[src/hdl/plc_pkg.sv]
// Shared types, codes and widths for the positional list core.
`default_nettype none
package plc_pkg;

    // Fixed field widths
    localparam int OP_W     = 2;
    localparam int POS_W    = 7;
    localparam int DATA_W   = 32;
    localparam int STATUS_W = 2;

    // Default list capacity
    localparam int CAPACITY_DEF = 32;

    // Operation codes
    typedef enum logic [OP_W-1:0] {
        OP_INSERT = 2'd0,
        OP_DELETE = 2'd1,
        OP_DUMP   = 2'd2,
        OP_UNUSED = 2'd3
    } plc_op_t;

    // Result status codes
    typedef enum logic [STATUS_W-1:0] {
        STS_OK      = 2'd0,
        STS_INVALID = 2'd1,
        STS_FULL    = 2'd2,
        STS_EMPTY   = 2'd3
    } plc_status_t;

    // What every cell of the chain does this cycle
    typedef enum logic [1:0] {
        MODE_HOLD   = 2'd0,
        MODE_INSERT = 2'd1,
        MODE_DELETE = 2'd2,
        MODE_ROTATE = 2'd3
    } plc_mode_t;

    // Control broadcast to the cells
    typedef struct packed {
        plc_mode_t        mode;
        logic [POS_W-1:0] idx;
        logic [POS_W-1:0] cnt;
    } plc_ctrl_t;

    // Request word
    typedef struct packed {
        logic [OP_W-1:0]          op;
        logic [POS_W-1:0]         position;
        logic signed [DATA_W-1:0] value;
    } plc_req_t;

    // Response word
    typedef struct packed {
        logic [STATUS_W-1:0]      status;
        logic signed [DATA_W-1:0] data_out;
        logic [POS_W-1:0]         length;
        logic                     last;
    } plc_rsp_t;

endpackage
`default_nettype wire

[src/hdl/plc_cell.sv]
// One storage cell of the list chain, holding the entry at a fixed index.
`default_nettype none
module plc_cell
    import plc_pkg::*;
#(
    parameter int IDX = 0
) (
    input  wire                      clk,
    input  plc_ctrl_t                ctrl,
    input  wire  signed [DATA_W-1:0] word,
    input  wire  signed [DATA_W-1:0] prev,
    input  wire  signed [DATA_W-1:0] next,
    input  wire  signed [DATA_W-1:0] head,
    output logic signed [DATA_W-1:0] data
);

    localparam logic [POS_W-1:0] MY_IDX  = POS_W'(IDX);
    localparam logic [POS_W-1:0] MY_IDX1 = POS_W'(IDX + 1);

    logic signed [DATA_W-1:0] data_reg;
    logic signed [DATA_W-1:0] data_next;

    // Pick the new entry from the word, a neighbour or the head
    always_comb
    begin
        data_next = data_reg;
        case (ctrl.mode)
            MODE_INSERT:
            begin
                if (MY_IDX == ctrl.idx)
                    data_next = word;
                else if (MY_IDX > ctrl.idx)
                    data_next = prev;
            end
            MODE_DELETE:
            begin
                if (MY_IDX >= ctrl.idx)
                    data_next = next;
            end
            MODE_ROTATE:
            begin
                if (MY_IDX1 == ctrl.cnt)
                    data_next = head;
                else if (MY_IDX < ctrl.cnt)
                    data_next = next;
            end
            default:
                data_next = data_reg;
        endcase
    end

    // Hold the entry
    always_ff @(posedge clk)
    begin
        data_reg <= data_next;
    end

    assign data = data_reg;

endmodule
`default_nettype wire

[src/hdl/positional_list_insert_delete_core.sv]
// Insert, delete and bad requests give their single result in the cycle after acceptance.
// Throughput: one such request per cycle unless rsp_ready stalls; the chain shifts in that cycle.
// A dump of n entries gives n results, one per cycle unless rsp_ready stalls, the first from
// the dump state entered after acceptance; the next request waits for idle and a free slot.
// Reset (rst_n, async, low) empties the list; cell contents stay undefined until written.
// Status, length and last come from the output register, which frees on rsp_ready.
`default_nettype none
module positional_list_insert_delete_core
    import plc_pkg::*;
#(
    parameter int CAPACITY = CAPACITY_DEF
) (
    input  wire      clk,
    input  wire      rst_n,
    input  wire      req_valid,
    output logic     req_ready,
    input  plc_req_t req,
    output logic     rsp_valid,
    input  wire      rsp_ready,
    output plc_rsp_t rsp
);

    localparam int CNT_W = $clog2(CAPACITY + 1);
    localparam logic [CNT_W-1:0] CAP_CNT = CNT_W'(CAPACITY);

    // Sequencer states
    typedef enum logic [1:0] {
        ST_IDLE = 2'b01,
        ST_DUMP = 2'b10
    } plc_state_t;

    plc_state_t        state_reg, state_next;
    logic [CNT_W-1:0]  count_reg, count_next;
    logic [CNT_W-1:0]  dump_idx_reg, dump_idx_next;
    logic              rsp_valid_reg, rsp_valid_next;
    plc_rsp_t          rsp_reg, rsp_next;
    plc_ctrl_t         ctrl;

    logic signed [DATA_W-1:0] cell_data [CAPACITY];

    logic              slot_free;
    logic              accept;
    logic [POS_W:0]    pos_ext;
    logic [POS_W:0]    cnt_ext;

    assign slot_free = !rsp_valid_reg || rsp_ready;
    assign req_ready = (state_reg == ST_IDLE) && slot_free;
    assign accept    = req_valid && req_ready;
    assign pos_ext   = {1'b0, req.position};
    assign cnt_ext   = (POS_W + 1)'(count_reg);

    // Decode requests, drive the chain and load the output register
    always_comb
    begin
        state_next     = state_reg;
        count_next     = count_reg;
        dump_idx_next  = dump_idx_reg;
        rsp_valid_next = rsp_valid_reg && !rsp_ready;
        rsp_next       = rsp_reg;
        ctrl.mode      = MODE_HOLD;
        ctrl.idx       = req.position - POS_W'(1);
        ctrl.cnt       = POS_W'(count_reg);

        case (state_reg)
            ST_IDLE:
            begin
                if (accept)
                begin
                    rsp_valid_next    = 1'b1;
                    rsp_next.data_out = '0;
                    rsp_next.last     = 1'b1;
                    rsp_next.status   = STS_INVALID;
                    case (plc_op_t'(req.op))
                        OP_INSERT:
                        begin
                            if (count_reg >= CAP_CNT)
                                rsp_next.status = STS_FULL;
                            else if (pos_ext != '0 && pos_ext <= cnt_ext + 1'b1)
                            begin
                                rsp_next.status = STS_OK;
                                ctrl.mode       = MODE_INSERT;
                                count_next      = count_reg + 1'b1;
                            end
                        end
                        OP_DELETE:
                        begin
                            if (pos_ext != '0 && pos_ext <= cnt_ext)
                            begin
                                rsp_next.status = STS_OK;
                                ctrl.mode       = MODE_DELETE;
                                count_next      = count_reg - 1'b1;
                            end
                        end
                        OP_DUMP:
                        begin
                            if (count_reg == '0)
                                rsp_next.status = STS_EMPTY;
                            else
                            begin
                                // First entry goes out from the dump state
                                rsp_valid_next = rsp_valid_reg && !rsp_ready;
                                dump_idx_next  = '0;
                                state_next     = ST_DUMP;
                            end
                        end
                        default:
                            rsp_next.status = STS_INVALID;
                    endcase
                    rsp_next.length = POS_W'(count_next);
                end
            end
            ST_DUMP:
            begin
                if (slot_free)
                begin
                    // Emit the head and rotate the chain by one place
                    rsp_valid_next    = 1'b1;
                    rsp_next.status   = STS_OK;
                    rsp_next.data_out = cell_data[0];
                    rsp_next.length   = POS_W'(count_reg);
                    rsp_next.last     = (dump_idx_reg == count_reg - 1'b1);
                    ctrl.mode         = MODE_ROTATE;
                    dump_idx_next     = dump_idx_reg + 1'b1;
                    if (dump_idx_reg == count_reg - 1'b1)
                        state_next = ST_IDLE;
                end
            end
            default:
                state_next = ST_IDLE;
        endcase
    end

    // Advance control state
    always_ff @(posedge clk or negedge rst_n)
    begin
        if (!rst_n)
        begin
            state_reg     <= ST_IDLE;
            count_reg     <= '0;
            dump_idx_reg  <= '0;
            rsp_valid_reg <= 1'b0;
        end
        else
        begin
            state_reg     <= state_next;
            count_reg     <= count_next;
            dump_idx_reg  <= dump_idx_next;
            rsp_valid_reg <= rsp_valid_next;
        end
    end

    // Hold the response word
    always_ff @(posedge clk)
    begin
        rsp_reg <= rsp_next;
    end

    assign rsp_valid = rsp_valid_reg;
    assign rsp       = rsp_reg;

    // Chain of cells, each linked to its neighbours
    for (genvar g = 0; g < CAPACITY; g++)
    begin : g_cell
        plc_cell #(
            .IDX (g)
        ) u_cell (
            .clk  (clk),
            .ctrl (ctrl),
            .word (req.value),
            .prev (cell_data[(g == 0) ? 0 : g - 1]),
            .next (cell_data[(g == CAPACITY - 1) ? g : g + 1]),
            .head (cell_data[0]),
            .data (cell_data[g])
        );
    end

    // Checks on list bookkeeping
    a_count_bound: assert property (@(posedge clk) disable iff (!rst_n)
        count_reg <= CAP_CNT)
        else $error("entry count beyond capacity");

    a_dump_nonempty: assert property (@(posedge clk) disable iff (!rst_n)
        state_reg == ST_DUMP |-> count_reg != '0)
        else $error("dump of an empty list in progress");

    a_not_last_in_dump: assert property (@(posedge clk) disable iff (!rst_n)
        rsp_valid_reg && !rsp_reg.last |-> state_reg == ST_DUMP)
        else $error("unfinished result outside a dump");

    a_count_stable_dump: assert property (@(posedge clk) disable iff (!rst_n)
        state_reg == ST_DUMP |=> $stable(count_reg))
        else $error("entry count changed during a dump");

endmodule
`default_nettype wire
[config.mk]
export PLATFORM = sky130hd
export DESIGN_NAME = positional_list_insert_delete_core
export DESIGN_NICKNAME = d
export VERILOG_FILES = /design/src/hdl/plc_pkg.sv /design/src/hdl/plc_cell.sv /design/src/hdl/positional_list_insert_delete_core.sv
export SDC_FILE = /design/constraint.sdc
export NUM_CORES = 2
export LEC_CHECK = 0
export ABC_AREA = 1
export BUFFER_PORTS_ARGS = -buffer_cell sky130_fd_sc_hd__buf_2
export CAP_MARGIN = 20
export CELL_PAD_IN_SITES_DETAIL_PLACEMENT = 1
export CELL_PAD_IN_SITES_GLOBAL_PLACEMENT = 1
export CORE_MARGIN = 2
export CORE_UTILIZATION = 48
export DETAILED_ROUTE_END_ITERATION = 6
export PLACE_DENSITY = 0.87
export SLEW_MARGIN = 20
export SYNTH_ARGS = -nofsm -noshare
export SYNTH_HDL_FRONTEND = slang
export SYNTH_SLANG_ARGS = --single-unit
[constraint.sdc]
create_clock -name clk -period 5.7 [get_ports clk]
set_input_delay 0.57 -clock clk [delete_from_list [all_inputs] [get_ports clk]]
set_output_delay 0.57 -clock clk [all_outputs]
set_load 0.01 [all_outputs]
==> key figures <==
Global routing
  – Largest net degree at the start of global routing: about 190
  – Number of global-route vias before repair: 78.4k
  – Initial antenna violation count: 13
  – Gr usage total: a little over two fifths
  – Global route overflow: 0
  – First-pass GRT wire length: just over 500 mm

Yosys
  – Synth Instances: between 10k and 15k
  – Post-synth EDFFs: about 1.1k
  – Post-Syn Area: ~73000 um^2
  – Yosys reg bits: between 1k and 1.5k
  – Seq/Total Area, Yosys: approximately 44%
  – Post-synth ARST share: between 1 and 1.5%
  – Yosys cell types: between 40 and 50
  – Synthesized area per cell: 7.03 um^2
  – Top_reg_cell synth: edfxtp_1
  – Synth warn: 0
  – Post-synthesis net count: around 11k

Setup path
  – Critical path class: reg2reg
  – CP endpoint kind: flop
  – WP data required: 6.33 ns
  – Register-to-Register Path Depth: 19
  – Startpoint types: flop
  – Critical path peak fanout: between 100 and 150
  – WP data arrival: 5.88 ns

Timing
  – Rel. slew slack: 17.4%
  – RSZ-0062 raised after global routing: false
  – Final period utilization: ~90%
  – Slew Viols, Final: 0
  – Fmax: 190 MHz
  – Fin Setup TNS: 0 ns
  – Worst Skew: between 0.03 and 0.04 ns
  – Worst Max-Slew Pin Slew: roughly 1.2 ns
  – Fin crit period: between 5 and 6 ns
  – Fin. Hold Viols: 0
  – Final number of setup-violating endpoints: 0

Clock network
  – TritonCTS clock tree: yes
  – H-Tree Level Count: 4
  – TritonCTS Buffers: between 100 and 150
  – Clk Latency, worst-skew pair: slightly above 0.8 ns
  – # clock sinks: between 1k and 1.5k
  – Longest Clk Path Bufs: 3
  – # resized after CTS: 0
  – CTS Hold Buffers Added: 1
  – Post-CTS setup repair buffer count: 0
  – Clock root cell: clkbuf_16
  – Worst-path clk slew: approximately 0.06 ns

Place
  – Area of placed instances: ~75000 um^2
  – Buffers on Ports: between 80 and 90
  – Placer Congestion: roughly 0.98
  – Detailed placement HPWL: around 210 mm
  – Placed Cells incl. Taps: 11.9k

Finish
  – Area Overhead vs Synth: 7.98%
  – Fin area: slightly below 80000 um^2
  – Final #Nets: about 10k
  – Layout cells sized above 1: approximately 6.5%
  – Layout Cells excl Fill: between 10k and 15k
  – Max FFs per register: a little over 1k

Floorplan
  – Starting Density: 48.4%
  – Die area: 156000 um^2
  – Die Y: a little under 400 um
  – I/O Pins: 89
  – Die width: just under 400 um
  – Floorplan core area: 152000 um^2
  – Std-Cell Rows: around 140

Drt
  – Final wirelength: 345 mm
  – Router iterations before antenna repair: 6
  – Post-route ant nets: 0
  – DRC marker count from the first detailed-route iteration: ~11k
  – Via/cell ratio: between 6 and 7
  – DRC: 0
  – DR vias: 79.4k
  – Wire per inst: 28.4 um

Worst hold path
  – Hold Crit Depth: 4
  – HP Class: in2reg

Pwr
  – Peak VDD IR: roughly 0.00037 V
  – Pwr/cell area: 391 nW/um^2
  – Power, Total: 31.0 mW
  – P_leak: around 33 nW

Outcome
  – Status: complete, no violations

Flow run
  – Max-Cap Viols: 0
==> cells by family after synthesis <==
family | count (synthesis) | share of synthesized area, %
AND/OR/NAND/NOR | 5851 | 31.8
AO/OA/AOI/OAI | 2185 | 15.8
buffers and inverters | 1261 | 7.15
flip-flops | 1080 | 44.1
multiplexers | 32 | 0.491
adder cells (fa/ha/maj) | 24 | 0.409
XOR/XNOR | 13 | 0.206
other | 1 | 0.00511
==> stage by stage <==
stage                     hold slack, ns  setup WS [ns]  utilization [%]
after floorplan                    0.274          0.639                -
after global routing               0.211          0.243             52.2
after CTS                          0.140          0.645             52.2
final                              0.161          0.449             52.2
after global placement             0.518          0.695             49.4
after detailed placement           0.526          0.687             49.5
==> placed cells by master, fill, tap and decap left out, types with 38 or more instances in the layout <==
| master | n |
|---|---|
| buf_2 | 87 |
| nor2_1 | 88 |
| o211ai_1 | 269 |
| nand3_1 | 898 |
| clkinv_1 | 38 |
| o21ai_1 | 69 |
| buf_4 | 173 |
| o21ai_0 | 1782 |
| buf_12 | 39 |
| nand2_1 | 4733 |
| inv_1 | 340 |
| nand2_2 | 42 |
| clkbuf_16 | 139 |
| edfxtp_1 | 1065 |
| a21oi_1 | 48 |
==> layer usage <==
layer,global-route usage [%],wire (um),share of wire [%]
met1,55.6,128000,37
met2,63.8,145000,42
met3,11.0,45200,13
met4,28.4,26900,7.8
met5,0,19,0.0055
==> layout make-up <==
class,instances,area (um^2)
fill,19400,72600
multi-input combinational,8106,36300
sequential,1080,32400
clock buffer,175,3610
timing repair buffer,304,2610
tap,2030,2540
inverter,373,1420
clock inverter,68,479
antenna,7,17.5
==> Yosys cell counts (2+ instances only) <==
| library cell | instances | area share [%] |
|---|---|---|
| nand2_1 | 4768 | 24 |
| o21ai_0 | 1783 | 12 |
| edfxtp_1 | 1065 | 44 |
| nand3_1 | 901 | 6.1 |
| clkbuf_1 | 497 | 2.5 |
| inv_1 | 351 | 1.8 |
| buf_2 | 340 | 2.3 |
| o211ai_1 | 269 | 2.7 |
| nor2_1 | 117 | 0.60 |
| o21ai_1 | 69 | 0.47 |
| a21oi_1 | 52 | 0.35 |
| mux2_2 | 32 | 0.49 |
| buf_1 | 27 | 0.14 |
| ha_1 | 24 | 0.41 |
| buf_4 | 21 | 0.21 |
| inv_2 | 18 | 0.092 |
| dfrtp_1 | 14 | 0.48 |
| nand4_1 | 14 | 0.12 |
| nor3_1 | 11 | 0.075 |
| nand2_2 | 10 | 0.085 |
| xor2_1 | 9 | 0.11 |
| nor2_4 | 7 | 0.11 |
| nand3_2 | 6 | 0.082 |
| nor2_2 | 5 | 0.043 |
| clkinv_1 | 3 | 0.015 |
| nand3_4 | 3 | 0.072 |
| o31ai_1 | 3 | 0.031 |
| a211oi_1 | 2 | 0.020 |
| a22oi_1 | 2 | 0.020 |
| a31oi_1 | 2 | 0.017 |
| buf_6 | 2 | 0.031 |
| nand2_4 | 2 | 0.031 |
| or2_2 | 2 | 0.017 |
| xnor2_1 | 2 | 0.024 |
| xor2_4 | 2 | 0.075 |
==> worst max-delay path, stage by stage, from the launching register on <==
cell	delay, ns
dfrtp_1	0.59
ha_1	0.53
nand2_1	0.19
nor2_1	0.27
nand2_1	0.10
ha_1	0.31
nand2_1	0.09
inv_1	0.04
a21oi_1	0.15
nand2_1	0.08
nand2_1	0.12
nand4_1	0.11
nand2_2	0.17
nand3_4	0.28
inv_8	0.29
buf_12	0.24
buf_12	0.34
buf_4	0.55
nand2_1	0.11
o211ai_1	0.10
==> report_power, final <==
part	total [mW]	switching, mW	internal (mW)
Clock	8.50	3.84	4.66
Sequential	11.4	0.892	10.5
Combinational	11.1	8.33	2.73
Total	31.0	13.1	17.9
==> worst paths after layout <==
check	slack (ns)	endpoint	from
min	0.16	rsp_valid$_DFF_PN0_	rsp_ready
min reg2reg	0.55	dump_idx_reg[5]$_DFFE_PN0P_	dump_idx_reg[5]$_DFFE_PN0P_
max reg2reg	0.45	g_cell[14].u_cell.data[1]$_DFFE_PP_	count_reg[0]$_DFFE_PN0P_
max in group asynchronous	5.16	state_reg[0]$_DFFE_PN1P_	rst_n
max	0.45	g_cell[14].u_cell.data[1]$_DFFE_PP_	count_reg[0]$_DFFE_PN0P_
min in group asynchronous	0.21	rsp_valid$_DFF_PN0_	rst_n
No activity file was read; power rests on OpenSTA's default activity.
